`src/rtl/tea_pkg.sv`:
```
// ----------------------------------------------------------------------------
// TEA cipher package
// Shared types and constants for the TEA round pipeline.
// ----------------------------------------------------------------------------
package tea_pkg;

    localparam int WORD_W     = 32;
    localparam int ROUND_W    = 7;
    localparam int CFG_IDX_W  = 3;

    localparam logic [WORD_W-1:0] TEA_DELTA = 32'h9e37_79b9;

    // configuration register indexes
    localparam logic [CFG_IDX_W-1:0] CFG_KEY0   = 3'd0;
    localparam logic [CFG_IDX_W-1:0] CFG_KEY1   = 3'd1;
    localparam logic [CFG_IDX_W-1:0] CFG_KEY2   = 3'd2;
    localparam logic [CFG_IDX_W-1:0] CFG_KEY3   = 3'd3;
    localparam logic [CFG_IDX_W-1:0] CFG_ROUNDS = 3'd4;

    // reset key: "1234567890abcdek" as little-endian words
    localparam logic [WORD_W-1:0]  KEY0_RST   = 32'h3433_3231;
    localparam logic [WORD_W-1:0]  KEY1_RST   = 32'h3837_3635;
    localparam logic [WORD_W-1:0]  KEY2_RST   = 32'h6261_3039;
    localparam logic [WORD_W-1:0]  KEY3_RST   = 32'h6b65_6463;
    localparam logic [ROUND_W-1:0] ROUNDS_RST = 7'd16;

    typedef struct packed {
        logic [WORD_W-1:0] k0;
        logic [WORD_W-1:0] k1;
        logic [WORD_W-1:0] k2;
        logic [WORD_W-1:0] k3;
    } t_key;

    // one block in flight between cells
    typedef struct packed {
        logic               valid;
        logic               mode;
        logic [WORD_W-1:0]  y;
        logic [WORD_W-1:0]  z;
        logic [WORD_W-1:0]  sum;
        logic [ROUND_W-1:0] left;
    } t_blk;

endpackage

```
`src/rtl/tea_cell.sv`:
```
// ----------------------------------------------------------------------------
// TEA half-round cell
// Updates one half of the block per cycle and hands the block to the next
// cell. Even cells and odd cells together form one full round.
// ----------------------------------------------------------------------------
module tea_cell import tea_pkg::*; #(
    parameter bit ODD = 1'b0
) (
    input  logic i_clk,
    input  logic i_rst_n,
    input  t_key i_key,
    input  t_blk i_blk,
    output t_blk o_blk
);

    t_blk              r_blk;
    t_blk              n_blk;
    logic              active;
    logic              upd_z;
    logic [WORD_W-1:0] src;
    logic [WORD_W-1:0] tgt;
    logic [WORD_W-1:0] kl;
    logic [WORD_W-1:0] kr;
    logic [WORD_W-1:0] mix;

    assign active = (i_blk.left != '0);
    // encrypt: even cell updates y, odd updates z; decrypt reverses the order
    assign upd_z  = ODD ^ i_blk.mode;
    assign src    = upd_z ? i_blk.y : i_blk.z;
    assign tgt    = upd_z ? i_blk.z : i_blk.y;
    assign kl     = upd_z ? i_key.k2 : i_key.k0;
    assign kr     = upd_z ? i_key.k3 : i_key.k1;
    assign mix    = ((src << 4) + kl) ^ (src + i_blk.sum) ^ ((src >> 5) + kr);

    always_comb begin
        n_blk = i_blk;
        if (active) begin
            if (upd_z) begin
                n_blk.z = i_blk.mode ? (tgt - mix) : (tgt + mix);
            end else begin
                n_blk.y = i_blk.mode ? (tgt - mix) : (tgt + mix);
            end
            // step the sum for the next round at the end of this one
            if (ODD) begin
                n_blk.sum  = i_blk.mode ? (i_blk.sum - TEA_DELTA) : (i_blk.sum + TEA_DELTA);
                n_blk.left = i_blk.left - ROUND_W'(1);
            end
        end
    end

    always_ff @(posedge i_clk) begin
        if (!i_rst_n) begin
            r_blk.valid <= 1'b0;
        end else begin
            r_blk.valid <= n_blk.valid;
        end
        r_blk.mode <= n_blk.mode;
        r_blk.y    <= n_blk.y;
        r_blk.z    <= n_blk.z;
        r_blk.sum  <= n_blk.sum;
        r_blk.left <= n_blk.left;
    end

    assign o_blk = r_blk;

endmodule

```
`config.mk`:
```
export PLATFORM = sky130hd
export DESIGN_NAME = tea_cell
export DESIGN_NICKNAME = d
export VERILOG_FILES = /design/src/rtl/tea_pkg.sv /design/src/rtl/tea_cell.sv
export SDC_FILE = /design/constraint.sdc
export NUM_CORES = 1
export LEC_CHECK = 0
export ABC_AREA = 1
export BUFFER_PORTS_ARGS = -buffer_cell sky130_fd_sc_hd__buf_2
export CORE_AREA = 2 2 170 172
export DETAILED_ROUTE_END_ITERATION = 16
export DIE_AREA = 0 0 172 174
export GPL_TIMING_DRIVEN = 1
export PLACE_DENSITY_LB_ADDON = 0.15
export SLEW_MARGIN = 20
export SYNTH_ARGS = -nofsm -noshare
export SYNTH_HDL_FRONTEND = slang
export SYNTH_SLANG_ARGS = --single-unit
```
`constraint.sdc`:
```
create_clock -name i_clk -period 6.4 [get_ports i_clk]
set_input_delay 1.28 -clock i_clk [delete_from_list [all_inputs] [get_ports i_clk]]
set_output_delay 1.28 -clock i_clk [all_outputs]
set_load 0.03 [all_outputs]
```
Word-level counts from Yosys, hierarchy flattened
Cells that the tools add are included. Widths: inputs -> output; s select.

Output and inout port bits: 105. Input port bits: 235. Bits in registers: 105. Word-level logic and storage cells: 21.

Reductions and logical operators: 1. Bitwise operators: 2. Multiplexer cells: 7. $add $sub $neg: 5.

Operator list (number): $mux 32 (6); $add 32x32->32 (3); $mux 64 (1); $xor 32x32->32 (2); $add 27x32->32 (1); $sub 32x32->32 (1); $reduce_bool 7->1 (1).

Longest topological paths before layout
Gate-level depths: netlist of the first run.

Depth after elaboration: 7. Mapped depth: 37. Mapped depth without buffers: 33.

Worst setup path before layout of the first run
OpenSTA, ideal clock, no wires.

Kind: input -> register. Start: in i_blk[103] (netlist bit). End: reg r_blk (netlist bit o_blk[89]). Arrival: 5.389 ns. Slack: 0.896 ns. Stages: 31. Buffers on the path: 5. Data required time: 6.285 ns. Library setup time: 0.115 ns. Cell sequence: inv_1 buf_4 buf_2 clkbuf_1 clkbuf_1 nand2_1 nand2_1 ha_1 fa_1 nand2_1 nand2_1 o21ai_1 o21ai_2 nand2_1 nand2_1 xnor2_1 xor2_1 xor2_1 inv_1 ha_1 buf_2 nand2_1 nor4_1 nand2_1 nand2_1 inv_1 o21ai_1 or2_2 nand3_1 o21ai_0 inv_1.

RTL lines: from (decl) (line tea_cell.sv:12) `input t_blk i_blk,`; to (decl) (line tea_cell.sv:16) `t_blk r_blk;`.

==> results of run 1 <==
cell type report:
type | instances | area, um^2
timing repair buffer | 424 | 2370
fill | 2904 | 11000
clock buffer | 10 | 239
inverter | 329 | 1240
clock inverter | 6 | 51.3
sequential | 105 | 2100
tap | 384 | 480
multi-input combinational | 1937 | 10800
cell usage in the layout, fill, tap and decap left out, types with 14 or more instances in the layout:
| cell | netlist | routed |
|---|---|---|
| sky130_fd_sc_hd__nor3_1 | 20 | 20 |
| sky130_fd_sc_hd__o21ai_1 | 15 | 16 |
| sky130_fd_sc_hd__inv_1 | 322 | 321 |
| sky130_fd_sc_hd__xor2_1 | 92 | 92 |
| sky130_fd_sc_hd__dfxtp_1 | 105 | 105 |
| sky130_fd_sc_hd__buf_4 | 2 | 83 |
| sky130_fd_sc_hd__o21ai_0 | 178 | 177 |
| sky130_fd_sc_hd__xnor2_1 | 52 | 52 |
| sky130_fd_sc_hd__nand3_1 | 105 | 105 |
| sky130_fd_sc_hd__nand2_1 | 758 | 758 |
| sky130_fd_sc_hd__a21o_1 | 22 | 22 |
| sky130_fd_sc_hd__buf_2 | 20 | 338 |
| sky130_fd_sc_hd__a21oi_1 | 163 | 163 |
| sky130_fd_sc_hd__nor2_1 | 195 | 194 |
| sky130_fd_sc_hd__o21bai_1 | 21 | 21 |
| sky130_fd_sc_hd__nand2_2 | 22 | 22 |
| sky130_fd_sc_hd__ha_1 | 147 | 146 |
| sky130_fd_sc_hd__o21ai_2 | 14 | 14 |
logic make-up (layout without fill, tap and decap cells):
logic type / Yosys count / after routing / synth area share, %
compound gates: 470 / 470 / 18.7
xor+xnor: 147 / 147 / 9.11
fa+ha+maj: 152 / 152 / 13.5
buf+inv: 389 / 769 / 10.5
flops: 105 / 105 / 14.6
mux: 3 / 3 / 0.209
simple gates: 1165 / 1165 / 33.4
worst max-delay path, cell delays in order:
cell and delay, ps:
sky130_fd_sc_hd__buf_4 140, sky130_fd_sc_hd__buf_12 200, sky130_fd_sc_hd__o21ai_0 730, sky130_fd_sc_hd__ha_1 420, sky130_fd_sc_hd__a21o_1 240, sky130_fd_sc_hd__a21oi_1 230, sky130_fd_sc_hd__o21ai_0 120, sky130_fd_sc_hd__a21oi_1 430
sky130_fd_sc_hd__nand3_1 220, sky130_fd_sc_hd__a21o_1 260, sky130_fd_sc_hd__nand3b_1 150, sky130_fd_sc_hd__nand2_1 90, sky130_fd_sc_hd__nand2_1 70, sky130_fd_sc_hd__nand2_1 140, sky130_fd_sc_hd__ha_1 480, sky130_fd_sc_hd__inv_1 100
sky130_fd_sc_hd__buf_4 160, sky130_fd_sc_hd__nand3_1 100, sky130_fd_sc_hd__nor3_1 80, sky130_fd_sc_hd__a221oi_1 380, sky130_fd_sc_hd__nand2_1 100, sky130_fd_sc_hd__nand2_1 80, sky130_fd_sc_hd__nand3_1 70, sky130_fd_sc_hd__o21ai_0 80
sky130_fd_sc_hd__inv_1 60
where the power goes:
| group | leakage (nW) | internal, mW | switching (mW) | total, mW |
|---|---|---|---|---|
| clock | 0.139 | 0.282 | 0.315 | 0.596 |
| sequential | 0.886 | 0.871 | 0.0487 | 0.920 |
| combinational | 8.63 | 1.83 | 3.66 | 5.49 |
per-stage QoR:
step                utilization [%]  cells
floorplan                         -   2431
global placement               60.1   3178
detailed placement             60.1   3178
CTS                            61.1   3194
global route                   61.2   3195
finish                         61.2   3195
per-layer routing:
metal,vias up,share of wire [%],track usage [%]
met5,-,0,0
met4,0,4.3,16.2
met3,138,8.6,5.65
met2,884,46,61.7
met1,8006,41,47.3
li1,8531,-,-
worst min path at each step:
stage                         start        end  slack, ps  cells past startpoint
after floorplan            i_blk[0]   o_blk[0]       1310                      0
after global placement     i_blk[0]   o_blk[0]       1400                      1
after detailed placement   i_blk[4]   o_blk[4]       1400                      1
after CTS                 i_blk[36]  o_blk[36]       1010                      1
after global routing       i_blk[3]   o_blk[3]       1010                      1
final                     i_blk[36]  o_blk[36]       1010                      1
repair_timing:
item,in CTS,in global routing
resized for setup,0,3
endpoints found under the setup margin,0,21
buffers inserted,0,1
==> impl_metrics.env, run 1 <==
export IMPL_status="finished, final reports clean"
export IMPL_pin_count_of_the_biggest_net_entering_global_routing=68
export IMPL_detail_placement_hpwl_mm=48.9
export IMPL_pin_count=340
export IMPL_syn_mean_instance_area_um2=5.91
export IMPL_totalNegativeSetupSlack_ps=0
export IMPL_rsz0062_at_grt="no"
export IMPL_max_slew_margin_rel_pct=34.8
export IMPL_power_density_nw_per_um2=405
export IMPL_clk_pin_slew_ps=90
export IMPL_synth_ff_latch_count=105
export IMPL_final_period_utilization_pct=96.4
export IMPL_maximum_vdd_drop_v=0.000164
export IMPL_hold_class="in -> reg"
export IMPL_layout_cell_area_non_filler_um2=17300
export IMPL_first_iter_violations=1725
export IMPL_cap_violations=0
export IMPL_timing_hold_violations_final=0
export IMPL_cellLeakagePower_nw=9.66
export IMPL_ant_nets=0
export IMPL_core_region_area_um2=28200
export IMPL_floorplan_die_area_um2=29900
export IMPL_n_antenna_cell=0
export IMPL_cts_buffers=9
export IMPL_mappedNetlistArea_um2=14400
export IMPL_grt_usage_pct=37.1
export IMPL_critPathMaxFanout=67
export IMPL_power_mw=7.00
export IMPL_synth_edff_count=0
export IMPL_netlist_top_cells_area="sky130_fd_sc_hd__nand2_1 (20%), sky130_fd_sc_hd__dfxtp_1 (15%), sky130_fd_sc_hd__ha_1 (13%), sky130_fd_sc_hd__inv_1 (8.4%), sky130_fd_sc_hd__o21ai_0 (6.2%)"
export IMPL_place_ws_ps=-187
export IMPL_final_period_minus_worst_setup_slack_ps=6170
export IMPL_cts_tree="built"
export IMPL_cts_sinks=105
export IMPL_postPlaceCellArea_um2=17000
export IMPL_critical_path_endpoint="o_blk[69]"
export IMPL_die_width_um=172
export IMPL_first_global_vias=16430
export IMPL_port_buffers=339
export IMPL_holdBufCountCts=0
export IMPL_synth_seq_area_share_pct=14.6
export IMPL_setup_violations=0
export IMPL_synth_top_area_share_pct=19.8
export IMPL_syn_inst=2431
export IMPL_worst_slew_pin_slew_ps=968
export IMPL_final_setup_worst_slack_ps=229
export IMPL_area_growth_syn_to_layout_pct=20.1
export IMPL_cts_max_level=3
export IMPL_setup_worst_path_start="i_blk[103]"
export IMPL_place_congestion=1.07
export IMPL_async_reset_ff_share_pct=0
export IMPL_synthDistinctLibCells=55
export IMPL_wirelength_mm=57.1
export IMPL_timing_critical_path_to_type="flop"
export IMPL_vias=17559
export IMPL_report_final_slew_viol_count=0
export IMPL_largest_register_ff_count=105
export IMPL_design_final_nets=3193
export IMPL_synth_top_flop_cell="sky130_fd_sc_hd__dfxtp_1"
export IMPL_netlist_top_cells_count="sky130_fd_sc_hd__nand2_1 (758), sky130_fd_sc_hd__inv_1 (322), sky130_fd_sc_hd__nor2_1 (195), sky130_fd_sc_hd__o21ai_0 (178), sky130_fd_sc_hd__a21oi_1 (163)"
export IMPL_drive_above_1_share_pct=19.0
export IMPL_std_cell_rows=62
export IMPL_synth_yosys_warnings=0
export IMPL_synth_fp_nets=2818
export IMPL_worst_endpoint_required_ps=6670
export IMPL_synth_most_common_cell="sky130_fd_sc_hd__nand2_1"
export IMPL_initial_utilization_pct=50.9
export IMPL_cts_root_buf="sky130_fd_sc_hd__clkbuf_16"
export IMPL_setup_worst_path_class="in -> reg"
export IMPL_routed_via_density=5.50
export IMPL_critPathArrivalTime_ps=6440
export IMPL_cts_root_to_sink_buffers=2
export IMPL_timing_fmax_mhz=162
export IMPL_die_height_um=174
export IMPL_grt_first_pass_wirelength_mm=85.5
export IMPL_yosysTopAreaCell="sky130_fd_sc_hd__nand2_1"
export IMPL_holdWs_ps=1010
export IMPL_detailedRoute_firstPassIterationCount=6
export IMPL_antenna_found_initial=0
export IMPL_cp_start_kind="primary input"
export IMPL_drc=0
export IMPL_routed_wire_length_per_instance_um=17.9
export IMPL_grt_remaining_overflow=0
(Power assumes the default switching activity.)
==> inputs of run 2 (changes only) <==
--- a/config.mk
+++ b/config.mk
@@ -8,10 +8,12 @@
 export ABC_AREA = 1
 export BUFFER_PORTS_ARGS = -buffer_cell sky130_fd_sc_hd__buf_2
 export CORE_AREA = 2 2 170 172
+export CTS_CLUSTER_DIAMETER = 50
 export DETAILED_ROUTE_END_ITERATION = 16
 export DIE_AREA = 0 0 172 174
 export GPL_TIMING_DRIVEN = 1
 export PLACE_DENSITY_LB_ADDON = 0.15
+export REMOVE_ABC_BUFFERS = 1
 export SLEW_MARGIN = 20
 export SYNTH_ARGS = -nofsm -noshare
 export SYNTH_HDL_FRONTEND = slang
==> run 2 against run 1 <==
Net effect:
- clock-buffer cell count up 1
- combinational power up 7.7%
- routed wire length up 0.35%
- first-iteration DRC count down 3.8%
- setup slack better by 74 ps
- die area unchanged
- worst hold slack worse by 19 ps
- global-route usage up 0.76 points
- sequential power up 0.7%
- fmax up 1.2%
- critical path type unchanged
- highest routed layer unchanged
==> impl_metrics.env, run 2 (same netlist as run 1, synthesis figures left out) <==
export IMPL_internal_power_mw=3.38
export IMPL_core_region_area_um2=28200
export IMPL_cp_start_kind="primary input"
export IMPL_power_mw=7.50
export IMPL_drive_above_1_share_pct=21.3
export IMPL_max_slew_margin_rel_pct=39.1
export IMPL_timing_hold_violations_final=0
export IMPL_final_period_utilization_pct=95.3
export IMPL_cts_tree="built"
export IMPL_final_period_minus_worst_setup_slack_ps=6100
export IMPL_setup_violations=0
export IMPL_largest_register_ff_count=105
export IMPL_pin_count_of_the_biggest_net_entering_global_routing=73
export IMPL_area_growth_syn_to_layout_pct=24.6
export IMPL_cts_sinks=105
export IMPL_floorplan_die_area_um2=29900
export IMPL_p_comb_share_pct=78.8
export IMPL_n_antenna_cell=0
export IMPL_layout_cells_most_common_list="sky130_fd_sc_hd__nand2_1 (758), sky130_fd_sc_hd__buf_2 (338), sky130_fd_sc_hd__inv_1 (321)"
export IMPL_timing_critical_path_to_type="flop"
export IMPL_fillCellCount=2781
export IMPL_antenna_found_initial=0
export IMPL_wirelength_mm=57.3
export IMPL_min_delay_worst_endpoint="o_blk[37]"
export IMPL_critPathMaxFanout=72
export IMPL_grt_first_pass_wirelength_mm=87.6
export IMPL_layout_core_utilization_pct=63.4
export IMPL_worst_hold_startpoint="i_blk[37]"
export IMPL_detail_placement_hpwl_mm=49.1
export IMPL_power_dissipated_by_switching_net_loads_mw=4.12
export IMPL_multi_input_logic_area_um2=10800
export IMPL_rsz0062_at_grt="no"
export IMPL_design_final_nets=3275
export IMPL_critPathArrivalTime_ps=6390
export IMPL_routed_via_density=5.40
export IMPL_detailedRoute_firstPassIterationCount=6
export IMPL_port_buffers=339
export IMPL_initial_utilization_pct=50.9
export IMPL_worstHoldPathCells=1
export IMPL_setup_worst_path_class="in -> reg"
export IMPL_fin_cells=3277
export IMPL_vias=17696
export IMPL_drc=0
export IMPL_cts_root_to_sink_buffers=2
export IMPL_std_cell_rows=62
export IMPL_maximum_vdd_drop_v=0.000205
export IMPL_final_setup_worst_slack_ps=303
export IMPL_holdWs_ps=994
export IMPL_first_global_vias=17167
export IMPL_seq_power_share_pct=12.3
export IMPL_totalNegativeSetupSlack_ps=0
export IMPL_pin_count=340
export IMPL_cts_root_buf="sky130_fd_sc_hd__clkbuf_16"
export IMPL_ff_latch_area_um2=2100
export IMPL_ant_nets=0
export IMPL_clock_power_share_pct=8.8
export IMPL_place_ws_ps=-105
export IMPL_die_height_um=174
export IMPL_cap_violations=0
export IMPL_hold_class="in -> reg"
export IMPL_worst_slew_pin_slew_ps=904
export IMPL_power_density_nw_per_um2=419
export IMPL_cts_buffers=9
export IMPL_worst_endpoint_required_ps=6700
export IMPL_layout_cell_area_non_filler_um2=17900
export IMPL_routed_wire_length_per_instance_um=17.5
export IMPL_dp_cells=3261
export IMPL_status="finished, final reports clean"
export IMPL_place_congestion=1.01
export IMPL_holdBufCountCts=0
export IMPL_clk_pin_slew_ps=80
export IMPL_timing_fmax_mhz=164
export IMPL_report_final_slew_viol_count=0
export IMPL_layout_cells_most_common="sky130_fd_sc_hd__nand2_1"
export IMPL_grt_remaining_overflow=0
export IMPL_swShare_pct=54.9
export IMPL_grt_usage_pct=37.9
export IMPL_cts_max_level=3
export IMPL_first_iter_violations=1660
export IMPL_postPlaceCellArea_um2=17600
export IMPL_cellLeakagePower_nw=10.1
export IMPL_die_width_um=172
-- run 2: changes by cell type in the layout (fill, tap and decap cells not counted), sizes merged --
cell      change
clkinv        -1
clkinvlp      -2
clkbuf        +1
bufinv        +2
buf          +82
-- run 2: cell type report --
class | instances | area share, %
Inverter | 329 | 6.90
Multi-Input combinational cell | 1937 | 60.2
Clock inverter | 5 | 0.475
Timing Repair Buffer | 506 | 16.6
Tap cell | 384 | 2.68
Clock buffer | 11 | 1.36
Sequential cell | 105 | 11.7
-- run 2: power by group through the flow --
stage	Combinational (mW)	Sequential, mW	Clock [mW]
floorplan	3.16	1.38	0
global placement	5.67	0.939	0
detailed placement	5.74	0.941	0
CTS	5.78	0.927	0.659
global route	6.44	0.947	0.690
finish	5.91	0.926	0.661
-- run 2: how the worst max path moves through the flow --
stage	startpoint	to	slack, ps	cells after the start
after floorplan	i_blk[103]	o_blk[65]	-450	29
after global placement	i_blk[103]	o_blk[101]	-130	25
after detailed placement	i_blk[103]	o_blk[101]	-100	25
after CTS	i_blk[103]	o_blk[101]	290	25
after global routing	i_blk[103]	o_blk[96]	90	24
final	i_blk[103]	o_blk[70]	300	27
-- run 2: critical path, stage by stage --
cell	delay [ps]
sky130_fd_sc_hd__buf_4	140
sky130_fd_sc_hd__buf_12	200
sky130_fd_sc_hd__o21ai_0	760
sky130_fd_sc_hd__fa_1	370
sky130_fd_sc_hd__nand2_1	70
sky130_fd_sc_hd__nand2_1	60
sky130_fd_sc_hd__o21ai_1	150
sky130_fd_sc_hd__o21ai_2	260
sky130_fd_sc_hd__nand2_1	90
sky130_fd_sc_hd__nand2_1	140
sky130_fd_sc_hd__nand3_1	90
sky130_fd_sc_hd__nand3_1	170
sky130_fd_sc_hd__nand3_1	160
sky130_fd_sc_hd__nand3b_1	170
sky130_fd_sc_hd__nand2_1	90
sky130_fd_sc_hd__nand2_1	60
sky130_fd_sc_hd__nand2_1	220
sky130_fd_sc_hd__ha_1	510
sky130_fd_sc_hd__o21bai_1	160
sky130_fd_sc_hd__a221oi_1	480
sky130_fd_sc_hd__o211ai_1	160
sky130_fd_sc_hd__a21oi_1	240
sky130_fd_sc_hd__inv_1	80
sky130_fd_sc_hd__nand2_1	70
sky130_fd_sc_hd__nand3_1	70
sky130_fd_sc_hd__nand2_1	70
sky130_fd_sc_hd__inv_1	30
-- run 2: repair_timing --
item	4_1_cts	5_1_grt
buffers inserted	0	0
gates resized for setup	0	2
endpoints found under the setup margin	0	10
-- run 2: routing by layer --
metal  track usage [%]  wire length [um]  vias up
met4              14.6              2240        0
li1                  -                 -     8694
met5                 0                 0        -
met1              49.1             24200     8006
met2              61.9             25800      853
met3              7.08              5000      143
==> inputs of run 3 (changes only) <==
--- a/config.mk
+++ b/config.mk
@@ -6,11 +6,11 @@
 export NUM_CORES = 1
 export LEC_CHECK = 0
 export ABC_AREA = 1
-export BUFFER_PORTS_ARGS = -buffer_cell sky130_fd_sc_hd__buf_2
 export CORE_AREA = 2 2 170 172
 export CTS_CLUSTER_DIAMETER = 50
 export DETAILED_ROUTE_END_ITERATION = 16
 export DIE_AREA = 0 0 172 174
+export DONT_BUFFER_PORTS = 1
 export GPL_TIMING_DRIVEN = 1
 export PLACE_DENSITY_LB_ADDON = 0.15
 export REMOVE_ABC_BUFFERS = 1
==> constraint.sdc (replaced) <==
create_clock -name i_clk -period 6.4 [get_ports i_clk]
set_input_delay 0.96 -clock i_clk [delete_from_list [all_inputs] [get_ports i_clk]]
set_output_delay 0.96 -clock i_clk [all_outputs]
set_load 0.03 [all_outputs]
==> run 3 against run 2 <==
Net effect:
- global-route usage is 2.6 points lower
- sequential cell count stayed put
- via count is 12% lower
- die area stayed put
- sequential share of layout area is 2.1 points higher
- combinational power is 23% lower
- clock power is 13% lower
- setup slack better by 2.9 ps
- fmax hardly changed
- non-clock buffer count is 467 lower
- first-iteration DRC count is 23% lower
- worst hold slack worse by 390 ps
- critical path type unchanged
- largest cell class unchanged
- largest power group unchanged
- highest routed layer unchanged
==> impl_metrics.env, run 3 (same netlist as run 1, synthesis figures left out) <==
export IMPL_area_growth_syn_to_layout_pct=5.67
export IMPL_final_period_utilization_pct=95.2
export IMPL_detail_placement_hpwl_mm=45.6
export IMPL_layout_cells_most_common="sky130_fd_sc_hd__nand2_1"
export IMPL_maximum_vdd_drop_v=0.000178
export IMPL_pin_count_of_the_biggest_net_entering_global_routing=149
export IMPL_largest_register_ff_count=105
export IMPL_met2_wirelength_mm=24.3
export IMPL_core_region_area_um2=28200
export IMPL_initial_utilization_pct=50.9
export IMPL_timing_fmax_mhz=164
export IMPL_cts_root_buf="sky130_fd_sc_hd__clkbuf_16"
export IMPL_cts_buffers=9
export IMPL_cts_max_level=3
export IMPL_dp_cells=2794
export IMPL_cp_start_kind="primary input"
export IMPL_floorplan_die_area_um2=29900
export IMPL_setup_worst_path_class="in -> reg"
export IMPL_rsz0062_at_grt="no"
export IMPL_cts_sinks=105
export IMPL_critPathMaxFanout=148
export IMPL_cts_tree="built"
export IMPL_setup_worst_path_start="i_blk[103]"
export IMPL_die_width_um=172
export IMPL_antenna_found_initial=0
export IMPL_n_antenna_cell=0
export IMPL_grt_first_pass_wirelength_mm=80.7
export IMPL_layout_cells_most_common_list="sky130_fd_sc_hd__nand2_1 (758), sky130_fd_sc_hd__inv_1 (321), sky130_fd_sc_hd__nor2_1 (194)"
export IMPL_worst_hold_startpoint="i_blk[25]"
export IMPL_report_final_slew_viol_count=0
export IMPL_dr_wl_met3_mm=3.74
export IMPL_power_density_nw_per_um2=430
export IMPL_drive_above_1_share_pct=6.10
export IMPL_grt_remaining_overflow=0
export IMPL_pin_count=340
export IMPL_detailedRoute_firstPassIterationCount=6
export IMPL_fin_cells=2809
export IMPL_hold_class="in -> reg"
export IMPL_cap_violations=0
export IMPL_layout_core_utilization_pct=53.8
export IMPL_ant_nets=0
export IMPL_worst_slew_pin_slew_ps=1020
export IMPL_worst_endpoint_required_ps=6640
export IMPL_routed_top_layer="met4"
export IMPL_max_slew_margin_rel_pct=31.0
export IMPL_routed_wire_length_per_instance_um=19.1
export IMPL_clk_pin_slew_ps=90
export IMPL_place_congestion=1.01
export IMPL_std_cell_rows=62
export IMPL_post_cts_repair_setup_buffers=0
export IMPL_cts_root_to_sink_buffers=2
export IMPL_critPathArrivalTime_ps=6330
export IMPL_drc=0
export IMPL_timing_hold_violations_final=0
export IMPL_wirelength_mm=53.5
export IMPL_first_global_vias=14705
export IMPL_cellLeakagePower_nw=8.09
export IMPL_routed_via_density=5.57
export IMPL_vias=15654
export IMPL_setup_violations=0
export IMPL_die_height_um=174
export IMPL_met1_length_mm=23.8
export IMPL_grt_usage_pct=35.2
export IMPL_final_period_minus_worst_setup_slack_ps=6090
export IMPL_fillCellCount=3043
export IMPL_port_buffers=0
export IMPL_timing_critical_path_to_type="flop"
export IMPL_status="finished, final reports clean"
export IMPL_design_final_nets=2808
export IMPL_first_iter_violations=1279
[run 3: cell types whose count changed in the layout (fill, tap and decap cells not counted)]
cell / delta
sky130_fd_sc_hd__buf_2: -338
sky130_fd_sc_hd__buf_4: -128
sky130_fd_sc_hd__bufinv_16: -2
sky130_fd_sc_hd__buf_12: -1
sky130_fd_sc_hd__clkbuf_1: -1
sky130_fd_sc_hd__clkbuf_8: -1
sky130_fd_sc_hd__clkinv_4: +1
sky130_fd_sc_hd__clkinvlp_4: +1
sky130_fd_sc_hd__inv_8: +1
sky130_fd_sc_hd__o21ai_0: +1
sky130_fd_sc_hd__o21ai_1: -1
[run 3: final cells by class]
class / instances / area (um^2) / area share, %
multi-input combinational: 1937 / 10800 / 71.0
sequential: 105 / 2100 / 13.8
inverter: 329 / 1240 / 8.14
tap: 384 / 480 / 3.16
timing repair buffer: 39 / 305 / 2.01
clock buffer: 9 / 225 / 1.48
clock inverter: 6 / 52.6 / 0.346
[run 3: stage by stage]
stage / hold WS [ps] / setup slack (ps) / cell area [um^2] / total power [mW] / setup TNS [ps]
floorplan: 988 / -133 / 14100 / 4.54 / -913
global placement: 988 / 125 / 14900 / 5.81 / 0
detailed placement: 988 / 107 / 14900 / 5.83 / 0
CTS: 591 / 481 / 15200 / 6.42 / 0
global route: 586 / 33.6 / 15200 / 7.03 / 0
finish: 605 / 306 / 15200 / 6.54 / 0
[run 3: repair_timing]
item	CTS	global route
hold buffers	0	0
gates resized for setup	0	1
endpoints found under the setup margin	0	2
[run 3: worst max-delay path: stages]
cell and delay [ps]:
sky130_fd_sc_hd__clkinv_2 240, sky130_fd_sc_hd__o21ai_0 880, sky130_fd_sc_hd__ha_1 460, sky130_fd_sc_hd__nand2_1 100, sky130_fd_sc_hd__nand2_1 100, sky130_fd_sc_hd__a31oi_1 340, sky130_fd_sc_hd__o21ai_0 210, sky130_fd_sc_hd__a21oi_1 320
sky130_fd_sc_hd__xor2_1 140, sky130_fd_sc_hd__xnor2_1 370, sky130_fd_sc_hd__xor2_1 130, sky130_fd_sc_hd__ha_1 410, sky130_fd_sc_hd__inv_1 160, sky130_fd_sc_hd__nand2_1 120, sky130_fd_sc_hd__nor2_1 220, sky130_fd_sc_hd__nand2_1 190
sky130_fd_sc_hd__nor3_1 170, sky130_fd_sc_hd__nand2_1 110, sky130_fd_sc_hd__nand3_1 200, sky130_fd_sc_hd__a21oi_1 120, sky130_fd_sc_hd__xor2_1 170, sky130_fd_sc_hd__nand2_1 60, sky130_fd_sc_hd__o21ai_0 80
[run 3: power breakdown]
group	leakage, nW	internal, mW	total (mW)	switching (mW)
logic	7.07	1.48	4.56	3.08
clock network	0.136	0.270	0.573	0.303
registers	0.886	0.876	1.40	0.524
total	8.09	2.63	6.54	3.91
[run 3: metal layers]
| metal | vias to the layer above | track usage (%) |
|---|---|---|
| met3 | 92 | 4.39 |
| met1 | 7154 | 48.5 |
| met5 | - | 0 |
| met4 | 0 | 11.6 |
| met2 | 657 | 56.8 |
| li1 | 7751 | - |
[run 3: path summary, 6_finish.rpt]
| path | slack (ps) | end | depth (start not counted) |
|---|---|---|---|
| worst max-delay path | 310 | o_blk[66] | 23 |
| worst min-delay path | 610 | o_blk[25] | 0 |
